$ cat config.mk
export PLATFORM = sky130hd
export DESIGN_NAME = varint_stream_decoder_unit
export DESIGN_NICKNAME = d
export VERILOG_FILES = /design/src/hw/rtl/vsd_pkg.sv /design/src/hw/rtl/vsd_front.sv /design/src/hw/rtl/vsd_fifo.sv /design/src/hw/rtl/vsd_back.sv /design/src/hw/rtl/varint_stream_decoder_unit.sv
export SDC_FILE = /design/constraint.sdc
export NUM_CORES = 1
export LEC_CHECK = 0
export BUFFER_PORTS_ARGS = -buffer_cell sky130_fd_sc_hd__clkbuf_2
export CORE_ASPECT_RATIO = 1.75
export CORE_UTILIZATION = 50
export CTS_CLUSTER_SIZE = 20
export DETAILED_ROUTE_END_ITERATION = 8
export GPL_TIMING_DRIVEN = 0
export HOLD_SLACK_MARGIN = 0.02
export PLACE_DENSITY_LB_ADDON = 0.2
export REMOVE_ABC_BUFFERS = 1
export SLEW_MARGIN = 30
export SYNTH_ARGS = -nofsm -noshare
export SYNTH_HDL_FRONTEND = slang
export SYNTH_HIERARCHICAL = 1
export SYNTH_SLANG_ARGS = --single-unit
$ cat constraint.sdc
create_clock -name clk_i -period 18.96 [get_ports clk_i]
set_clock_uncertainty 0.1 [all_clocks]
set_input_delay 0 -clock clk_i [delete_from_list [all_inputs] [get_ports clk_i]]
set_output_delay 0 -clock clk_i [all_outputs]
set_load 0.03 [all_outputs]
$ cat src/hw/rtl/vsd_pkg.sv
// Shared types and constants of the varint stream decoder.
`timescale 1ns / 1ps
`default_nettype none

package vsd_pkg;

  typedef enum logic [2:0] {
    ST_OK         = 3'd0,
    ST_TRUNC      = 3'd1,
    ST_OVERFLOW   = 3'd2,
    ST_TOO_LONG   = 3'd3,
    ST_BAD_MARKER = 3'd4
  } vsd_status_e;

  typedef struct packed {
    logic [7:0] data_byte;
    logic       end_of_data;
  } in_word_t;

  typedef struct packed {
    logic [63:0] value_bits;
    vsd_status_e status;
  } out_word_t;

  typedef struct packed {
    logic format_select;
    logic zigzag_signed;
  } vsd_cfg_t;

  localparam logic       CFG_FORMAT = 1'b0;
  localparam logic       CFG_ZIGZAG = 1'b1;

  localparam logic       FMT_LEB    = 1'b0;
  localparam logic       FMT_BINC   = 1'b1;

  localparam logic [3:0] LEB_LAST_POS  = 4'd9;
  localparam logic [6:0] LEB_GROUP     = 7'h7f;
  localparam logic [7:0] BC_MARK_2     = 8'd251;
  localparam logic [7:0] BC_MARK_4     = 8'd252;
  localparam logic [7:0] BC_MARK_8     = 8'd253;

endpackage

`default_nettype wire

$ cat src/hw/rtl/vsd_front.sv
// Front end: accepts stream bytes, tracks the value in progress, classifies each byte.
`timescale 1ns / 1ps
`default_nettype none

module vsd_front (
  input  wire              clk_i,
  input  wire              rst_ni,
  input  wire              accept_i,
  input  vsd_pkg::in_word_t in_word_i,
  input  wire              format_select_i,
  output logic             push_o,
  output vsd_pkg::out_word_t push_word_o
);
  import vsd_pkg::*;

  logic [63:0] acc_q, acc_d;
  logic [3:0]  taken_q, taken_d;
  logic [3:0]  expected_q, expected_d;
  logic        in_value_q, in_value_d;
  logic        err_q, err_d;

  logic [7:0]  b;
  logic [5:0]  leb_sh;
  logic [63:0] leb_merged;
  logic [63:0] bc_merged;
  logic [3:0]  taken_inc;

  always_comb begin
    b          = in_word_i.data_byte;
    leb_sh     = 6'({2'b00, taken_q} * 6'd7);
    leb_merged = acc_q | (64'(b[6:0]) << leb_sh);
    bc_merged  = {acc_q[55:0], b};
    taken_inc  = taken_q + 4'd1;

    acc_d       = acc_q;
    taken_d     = taken_q;
    expected_d  = expected_q;
    in_value_d  = in_value_q;
    err_d       = err_q;
    push_o      = 1'b0;
    push_word_o = '{value_bits: 64'd0, status: ST_OK};

    if (accept_i && !err_q) begin
      if (in_word_i.end_of_data) begin
        if (in_value_q) begin
          push_o             = 1'b1;
          push_word_o.status = ST_TRUNC;
          err_d              = 1'b1;
        end
      end else if (format_select_i == FMT_BINC) begin
        if (!in_value_q) begin
          if (b < BC_MARK_2) begin
            push_o                 = 1'b1;
            push_word_o.value_bits = {56'd0, b};
          end else if (b inside {BC_MARK_2, BC_MARK_4, BC_MARK_8}) begin
            acc_d      = 64'd0;
            taken_d    = 4'd0;
            in_value_d = 1'b1;
            case (b)
              BC_MARK_2: expected_d = 4'd2;
              BC_MARK_4: expected_d = 4'd4;
              default:   expected_d = 4'd8;
            endcase
          end else begin
            push_o             = 1'b1;
            push_word_o.status = ST_BAD_MARKER;
            err_d              = 1'b1;
          end
        end else if (taken_inc >= expected_q) begin
          push_o                 = 1'b1;
          push_word_o.value_bits = bc_merged;
        end else begin
          acc_d   = bc_merged;
          taken_d = taken_inc;
        end
      end else begin
        if (taken_q >= LEB_LAST_POS) begin
          if ((b[6:0] & 7'h7e) != 7'd0) begin
            push_o             = 1'b1;
            push_word_o.status = ST_OVERFLOW;
            err_d              = 1'b1;
          end else if (!b[7]) begin
            push_o                 = 1'b1;
            push_word_o.value_bits = acc_q | {b[0], 63'd0};
          end else begin
            push_o             = 1'b1;
            push_word_o.status = ST_TOO_LONG;
            err_d              = 1'b1;
          end
        end else if (!b[7]) begin
          push_o                 = 1'b1;
          push_word_o.value_bits = leb_merged;
        end else begin
          acc_d      = leb_merged;
          taken_d    = taken_inc;
          in_value_d = 1'b1;
        end
      end

      // any result closes the value in progress
      if (push_o) begin
        acc_d      = 64'd0;
        taken_d    = 4'd0;
        expected_d = 4'd0;
        in_value_d = 1'b0;
      end
    end
  end

  always_ff @(posedge clk_i or negedge rst_ni) begin
    if (!rst_ni) begin
      acc_q      <= 64'd0;
      taken_q    <= 4'd0;
      expected_q <= 4'd0;
      in_value_q <= 1'b0;
      err_q      <= 1'b0;
    end else begin
      acc_q      <= acc_d;
      taken_q    <= taken_d;
      expected_q <= expected_d;
      in_value_q <= in_value_d;
      err_q      <= err_d;
    end
  end

endmodule

`default_nettype wire

$ cat src/hw/rtl/vsd_fifo.sv
// Small result queue between front and back ends.
`timescale 1ns / 1ps
`default_nettype none

module vsd_fifo #(
  parameter int Depth = 2
) (
  input  wire                clk_i,
  input  wire                rst_ni,
  input  wire                push_i,
  input  vsd_pkg::out_word_t push_word_i,
  input  wire                pop_i,
  output vsd_pkg::out_word_t pop_word_o,
  output logic               full_o,
  output logic               empty_o
);
  import vsd_pkg::*;

  localparam int PtrW = (Depth > 1) ? $clog2(Depth) : 1;
  localparam int CntW = $clog2(Depth + 1);
  localparam logic [PtrW-1:0] LastPtr = PtrW'(Depth - 1);

  out_word_t       mem_q [Depth];
  logic [PtrW-1:0] wr_q, wr_d, rd_q, rd_d;
  logic [CntW-1:0] cnt_q, cnt_d;

  always_comb begin
    full_o     = (cnt_q == CntW'(Depth));
    empty_o    = (cnt_q == '0);
    pop_word_o = mem_q[rd_q];
    wr_d       = wr_q;
    rd_d       = rd_q;
    cnt_d      = cnt_q;
    if (push_i) begin
      wr_d = (wr_q == LastPtr) ? '0 : wr_q + PtrW'(1);
    end
    if (pop_i) begin
      rd_d = (rd_q == LastPtr) ? '0 : rd_q + PtrW'(1);
    end
    if (push_i && !pop_i) begin
      cnt_d = cnt_q + CntW'(1);
    end else if (!push_i && pop_i) begin
      cnt_d = cnt_q - CntW'(1);
    end
  end

  always_ff @(posedge clk_i) begin
    if (push_i) begin
      mem_q[wr_q] <= push_word_i;
    end
  end

  always_ff @(posedge clk_i or negedge rst_ni) begin
    if (!rst_ni) begin
      wr_q  <= '0;
      rd_q  <= '0;
      cnt_q <= '0;
    end else begin
      wr_q  <= wr_d;
      rd_q  <= rd_d;
      cnt_q <= cnt_d;
    end
  end

endmodule

`default_nettype wire

$ cat src/hw/rtl/vsd_back.sv
// Back end: applies zigzag to finished values and holds the output register.
`timescale 1ns / 1ps
`default_nettype none

module vsd_back (
  input  wire                clk_i,
  input  wire                rst_ni,
  input  wire                empty_i,
  input  vsd_pkg::out_word_t pop_word_i,
  input  wire                zigzag_signed_i,
  output logic               pop_o,
  output logic               out_valid_o,
  input  wire                out_stall_i,
  output vsd_pkg::out_word_t out_word_o
);
  import vsd_pkg::*;

  logic      valid_q, valid_d;
  out_word_t word_q, word_d;
  logic [63:0] v;

  always_comb begin
    pop_o   = !empty_i && (!valid_q || !out_stall_i);
    v       = pop_word_i.value_bits;
    word_d  = pop_word_i;
    if (zigzag_signed_i && pop_word_i.status == ST_OK) begin
      word_d.value_bits = (v >> 1) ^ {64{v[0]}};
    end
    valid_d = valid_q;
    if (pop_o) begin
      valid_d = 1'b1;
    end else if (!out_stall_i) begin
      valid_d = 1'b0;
    end
  end

  always_ff @(posedge clk_i) begin
    if (pop_o) begin
      word_q <= word_d;
    end
  end

  always_ff @(posedge clk_i or negedge rst_ni) begin
    if (!rst_ni) begin
      valid_q <= 1'b0;
    end else begin
      valid_q <= valid_d;
    end
  end

  assign out_valid_o = valid_q;
  assign out_word_o  = word_q;

endmodule

`default_nettype wire

$ cat src/hw/rtl/varint_stream_decoder_unit.sv
// Top level of the varint stream decoder: config registers, front, queue, back.
//
// Input channel: one stream word (data_byte, end_of_data) per accepted word,
// taken when in_valid_i is high and in_stall_o is low. One word per cycle is
// sustained; in_stall_o rises only when the result queue is full.
// Output channel: one word (value_bits, status) per finished value or error,
// delivered when out_valid_o is high and out_stall_i is low.
// Result path: the input word that completes a result is written into the result
// queue, then into the output register that drives out_valid_o.
// Throughput: one input word per cycle while the result queue is not full, set by the
// combinational shift and merge in the front end.
// The first error is reported once; afterwards every input word is consumed
// with no result until reset.
// Config: write cfg_we_i with cfg_idx_i (0 format, 1 zigzag) while idle.
// Reset clears the decoder state, the queue and the config registers.
// When the receiver stalls, the output word holds, the queue fills, and then
// the input stalls.
`timescale 1ns / 1ps
`default_nettype none

module varint_stream_decoder_unit #(
  parameter int FifoDepth = 2
) (
  input  wire                clk_i,
  input  wire                rst_ni,
  input  wire                in_valid_i,
  output logic               in_stall_o,
  input  vsd_pkg::in_word_t  in_word_i,
  output logic               out_valid_o,
  input  wire                out_stall_i,
  output vsd_pkg::out_word_t out_word_o,
  input  wire                cfg_we_i,
  input  wire                cfg_idx_i,
  input  wire                cfg_data_i
);
  import vsd_pkg::*;

  vsd_cfg_t  cfg_q, cfg_d;
  logic      push, pop, full, empty;
  out_word_t push_word, pop_word;

  always_comb begin
    cfg_d = cfg_q;
    if (cfg_we_i) begin
      case (cfg_idx_i)
        CFG_FORMAT: cfg_d.format_select = cfg_data_i;
        CFG_ZIGZAG: cfg_d.zigzag_signed = cfg_data_i;
        default:    cfg_d = cfg_q;
      endcase
    end
  end

  always_ff @(posedge clk_i or negedge rst_ni) begin
    if (!rst_ni) begin
      cfg_q <= '0;
    end else begin
      cfg_q <= cfg_d;
    end
  end

  assign in_stall_o = full;

  vsd_front u_front (
    .clk_i          (clk_i),
    .rst_ni         (rst_ni),
    .accept_i       (in_valid_i && !full),
    .in_word_i      (in_word_i),
    .format_select_i(cfg_q.format_select),
    .push_o         (push),
    .push_word_o    (push_word)
  );

  vsd_fifo #(
    .Depth(FifoDepth)
  ) u_fifo (
    .clk_i      (clk_i),
    .rst_ni     (rst_ni),
    .push_i     (push),
    .push_word_i(push_word),
    .pop_i      (pop),
    .pop_word_o (pop_word),
    .full_o     (full),
    .empty_o    (empty)
  );

  vsd_back u_back (
    .clk_i          (clk_i),
    .rst_ni         (rst_ni),
    .empty_i        (empty),
    .pop_word_i     (pop_word),
    .zigzag_signed_i(cfg_q.zigzag_signed),
    .pop_o          (pop),
    .out_valid_o    (out_valid_o),
    .out_stall_i    (out_stall_i),
    .out_word_o     (out_word_o)
  );

endmodule

`default_nettype wire

==> flow_metrics.env <==
export IMPL_status="completed"
export IMPL_synth_most_common_cell="edfxtp_1"
export IMPL_vias=11500
export IMPL_synth_common_cells="edfxtp_1, a21oi_1, nand2_1"
export IMPL_synth_area_top_cells="edfxtp_1, dfrtp_1, a21oi_1"
export IMPL_r2r_start="u_front/taken_q[0]"
export IMPL_yosysTopAreaCell="edfxtp_1"
export IMPL_min_from="out_stall_i"
export IMPL_peakVddDrop_v=0.000118
export IMPL_fmax_mhz=169
export IMPL_fin_crit_sh=0.311
export IMPL_cpMaxStageDelayCell="dfrtp_1"
export IMPL_cts_root_buffer="clkbuf_16"
export IMPL_cts_setup_buffers=0
export IMPL_antenna_found_initial=0
export IMPL_post_dp_hpwl_mm=29.0
export IMPL_arrival_ns=6.06
export IMPL_synth_ff_latch_count=281
export IMPL_drt_wl_total_mm=41.8
export IMPL_synthCells=1355
export IMPL_antenna_left=0
export IMPL_clockBufferDepth=3
export IMPL_drtIter0Drc=982
export IMPL_post_synth_top_area_fraction=0.406
export IMPL_clkSlewWorstSetupHoldPaths_ns=0.06
export IMPL_antenna_cells=0
export IMPL_drt_pass1_iterations=7
export IMPL_worst_pin_slew_ns=1.01
export IMPL_coreArea_um2=29300
export IMPL_worstPathRequired_ns=19.11
export IMPL_ys_flop_type="edfxtp_1"
export IMPL_cpMostUsedCell="buf_16"
export IMPL_r2r_slack_ns=13.06
export IMPL_finalHoldViolations=0
export IMPL_die_area_um2=30400
export IMPL_wl_met2_mm=20.7
export IMPL_setup_viol=0
export IMPL_critical_path_max_fanout=22
export IMPL_syn_to_final_growth_pct=15.2
export IMPL_synth_edff_count=201
export IMPL_power_density_nw_per_um2=167
export IMPL_grt_pass1_wl_mm=64.7
export IMPL_post_place_ws_ns=13.17
export IMPL_period_needed_ns=5.90
export IMPL_tns_ns=0
export IMPL_htreeDepth=1
export IMPL_insertion_delay_ns=0.55
export IMPL_holdPathEnd="u_back/out_valid_o"
export IMPL_syn_cell_area_um2=14900
export IMPL_rows=83
export IMPL_yosysSeqAreaShare=0.541
export IMPL_drcViolationCount=0
export IMPL_port_buffers=84
export IMPL_p_total_mw=2.86
export IMPL_grtUsageTotal=0.276
export IMPL_viasPerCell=6.30
export IMPL_end_kind="flip-flop"
export IMPL_relSlewSlack=0.326
export IMPL_cts_tree="yes"
export IMPL_critPathKind="flip-flop to flip-flop"
export IMPL_fin_nets=1456
export IMPL_rsz0062_at_grt="false"
export IMPL_ctsResizeCount=0
export IMPL_cp_cell_sequence="clkinv_1 -> ha_1 -> inv_1 -> ha_1 -> nand2_1 -> a31o_2 -> a2111oi_2 -> and2_1 -> nor2b_4 -> buf_16 -> buf_16 -> buf_16"
export IMPL_fillers=2561
export IMPL_min_path_cells=4
export IMPL_r2r_end="u_fifo/mem_q[0][11]"
export IMPL_worst_slack_ns=13.06
export IMPL_startpoint_type="flip-flop"
export IMPL_synth_warnings=6
export IMPL_synth_avg_cell_area_um2=11.0
export IMPL_ctsHoldBuffers=19
export IMPL_hold_class="primary input to flip-flop"
export IMPL_met1_length_mm=15.4
export IMPL_p_leak_nw=6.00
export IMPL_grt_start_max_net_pins=71
export IMPL_top_layer_used="met4"
export IMPL_maxSlewViolCount=0
export IMPL_start_util=0.507
export IMPL_dieHeight_um=230
export IMPL_finalWeightedCongestion=0.960
export IMPL_die_w_um=132
export IMPL_drv_cap=0
export IMPL_grt_pass1_vias=11300
export IMPL_r2r_cells=12
export IMPL_drive_gt1_frac=0.201
export IMPL_slowest_delay_ns=0.88
export IMPL_wl_per_cell_um=22.9
export IMPL_numCtsBuffers=27
export IMPL_overflow=0
export IMPL_clock_sinks=281
export IMPL_wl_met3_mm=2.60
export IMPL_pin_count=85
export IMPL_async_flop_share=0.285
export IMPL_synth_cell_types=73
cells by family (layout without fill, tap and decap cells):
| family | after synthesis | count (layout) | share of synthesized area |
|---|---|---|---|
| compound gates | 403 | 403 | 0.170 |
| xor+xnor | 72 | 72 | 0.0429 |
| fa+ha+maj | 18 | 18 | 0.0172 |
| buf+inv | 119 | 206 | 0.0407 |
| flops | 281 | 281 | 0.541 |
| mux | 90 | 90 | 0.0750 |
| simple gates | 372 | 372 | 0.114 |
critical path: cells and delay by family, from the launching register on:
kind                       cells  cell delay (ns)
AOI/OAI and AO/OA              2             0.88
and+or+nand+nor                3             1.35
DFF                            1             0.88
buffers and inverters          5             1.21
adders and majority gates      2             1.15
worst max path at each step:
stage	startpoint	end	slack [ns]
final	u_front/taken_q[0]	u_fifo/mem_q[0][11]	13.06
after detailed placement	u_front/taken_q[0]	u_fifo/mem_q[0][5]	13.17
after floorplan	u_front/taken_q[0]	u_fifo/mem_q[0][0]	8.16
after global placement	cfg_q[1]	u_fifo/mem_q[0][5]	1.00
after CTS	u_front/taken_q[0]	u_fifo/mem_q[0][10]	13.13
after global routing	u_front/taken_q[0]	u_fifo/mem_q[0][12]	12.90
cell usage in the layout, fill, tap and decap left out, types with 8 or more instances in the layout:
cell type      instances
a211oi_1              19
a21oi_1              155
a221oi_1              14
a22o_1                10
a22oi_1               33
a31oi_1               14
buf_16                12
buf_4                 12
clkbuf_16             27
clkbuf_2              83
dfrtp_1               77
dlygate4sd3_1         19
edfxtp_1             201
ha_1                  14
inv_1                 14
mux2_2                56
mux2_4                21
mux2i_1                9
nand2_1              119
nand2b_1               8
nand3_1               32
nor2_1               115
nor3_1                46
o21ai_0               82
o32a_1                15
xnor2_1               64
through the flow:
step                      hold slack, ns  utilization  std cells  cell area (um2)
final                              0.156        0.584       1824            17100
after global placement             0.118        0.520       1719            15200
after floorplan                   -0.396            -       1253            14300
after CTS                          0.129        0.584       1824            17100
after global routing               0.159        0.584       1824            17100
after detailed placement          -0.249        0.546       1756            16000
where the power goes:
part,internal (mW),total (mW),leakage [nW],switching (mW)
Sequential,0.827,0.954,2.87,0.127
Clock,0.334,0.571,0.459,0.238
Combinational,0.445,1.34,2.67,0.893
metal layers:
metal  up-vias  track usage
li1       5182            -
met1      5577        0.326
met2       573        0.469
met3       159       0.0295
met4         0        0.195
met5         -            0
flip-flops by register name (all words and copies together), names as in the netlist:
register / flops
cfg_q: 2
u_back/out_valid_o: 1
u_back/out_word_o: 67
u_fifo/cnt_q: 2
u_fifo/mem_q: 134
u_fifo/rd_q: 1
u_fifo/wr_q: 1
u_front/acc_q: 64
u_front/err_q: 1
u_front/expected_q: 3
u_front/in_value_q: 1
u_front/taken_q: 4
final cells by class:
cell class	count	area, um2	share of cell area
timing repair buffer	140	1180	0.0689
clock inverter	15	195	0.0114
inverter	17	63.8	0.00373
multi-input combinational	955	6410	0.374
clock buffer	34	742	0.0434
sequential	281	8050	0.470
tap	382	478	0.0279
Power figures use the tool's default switching activity.
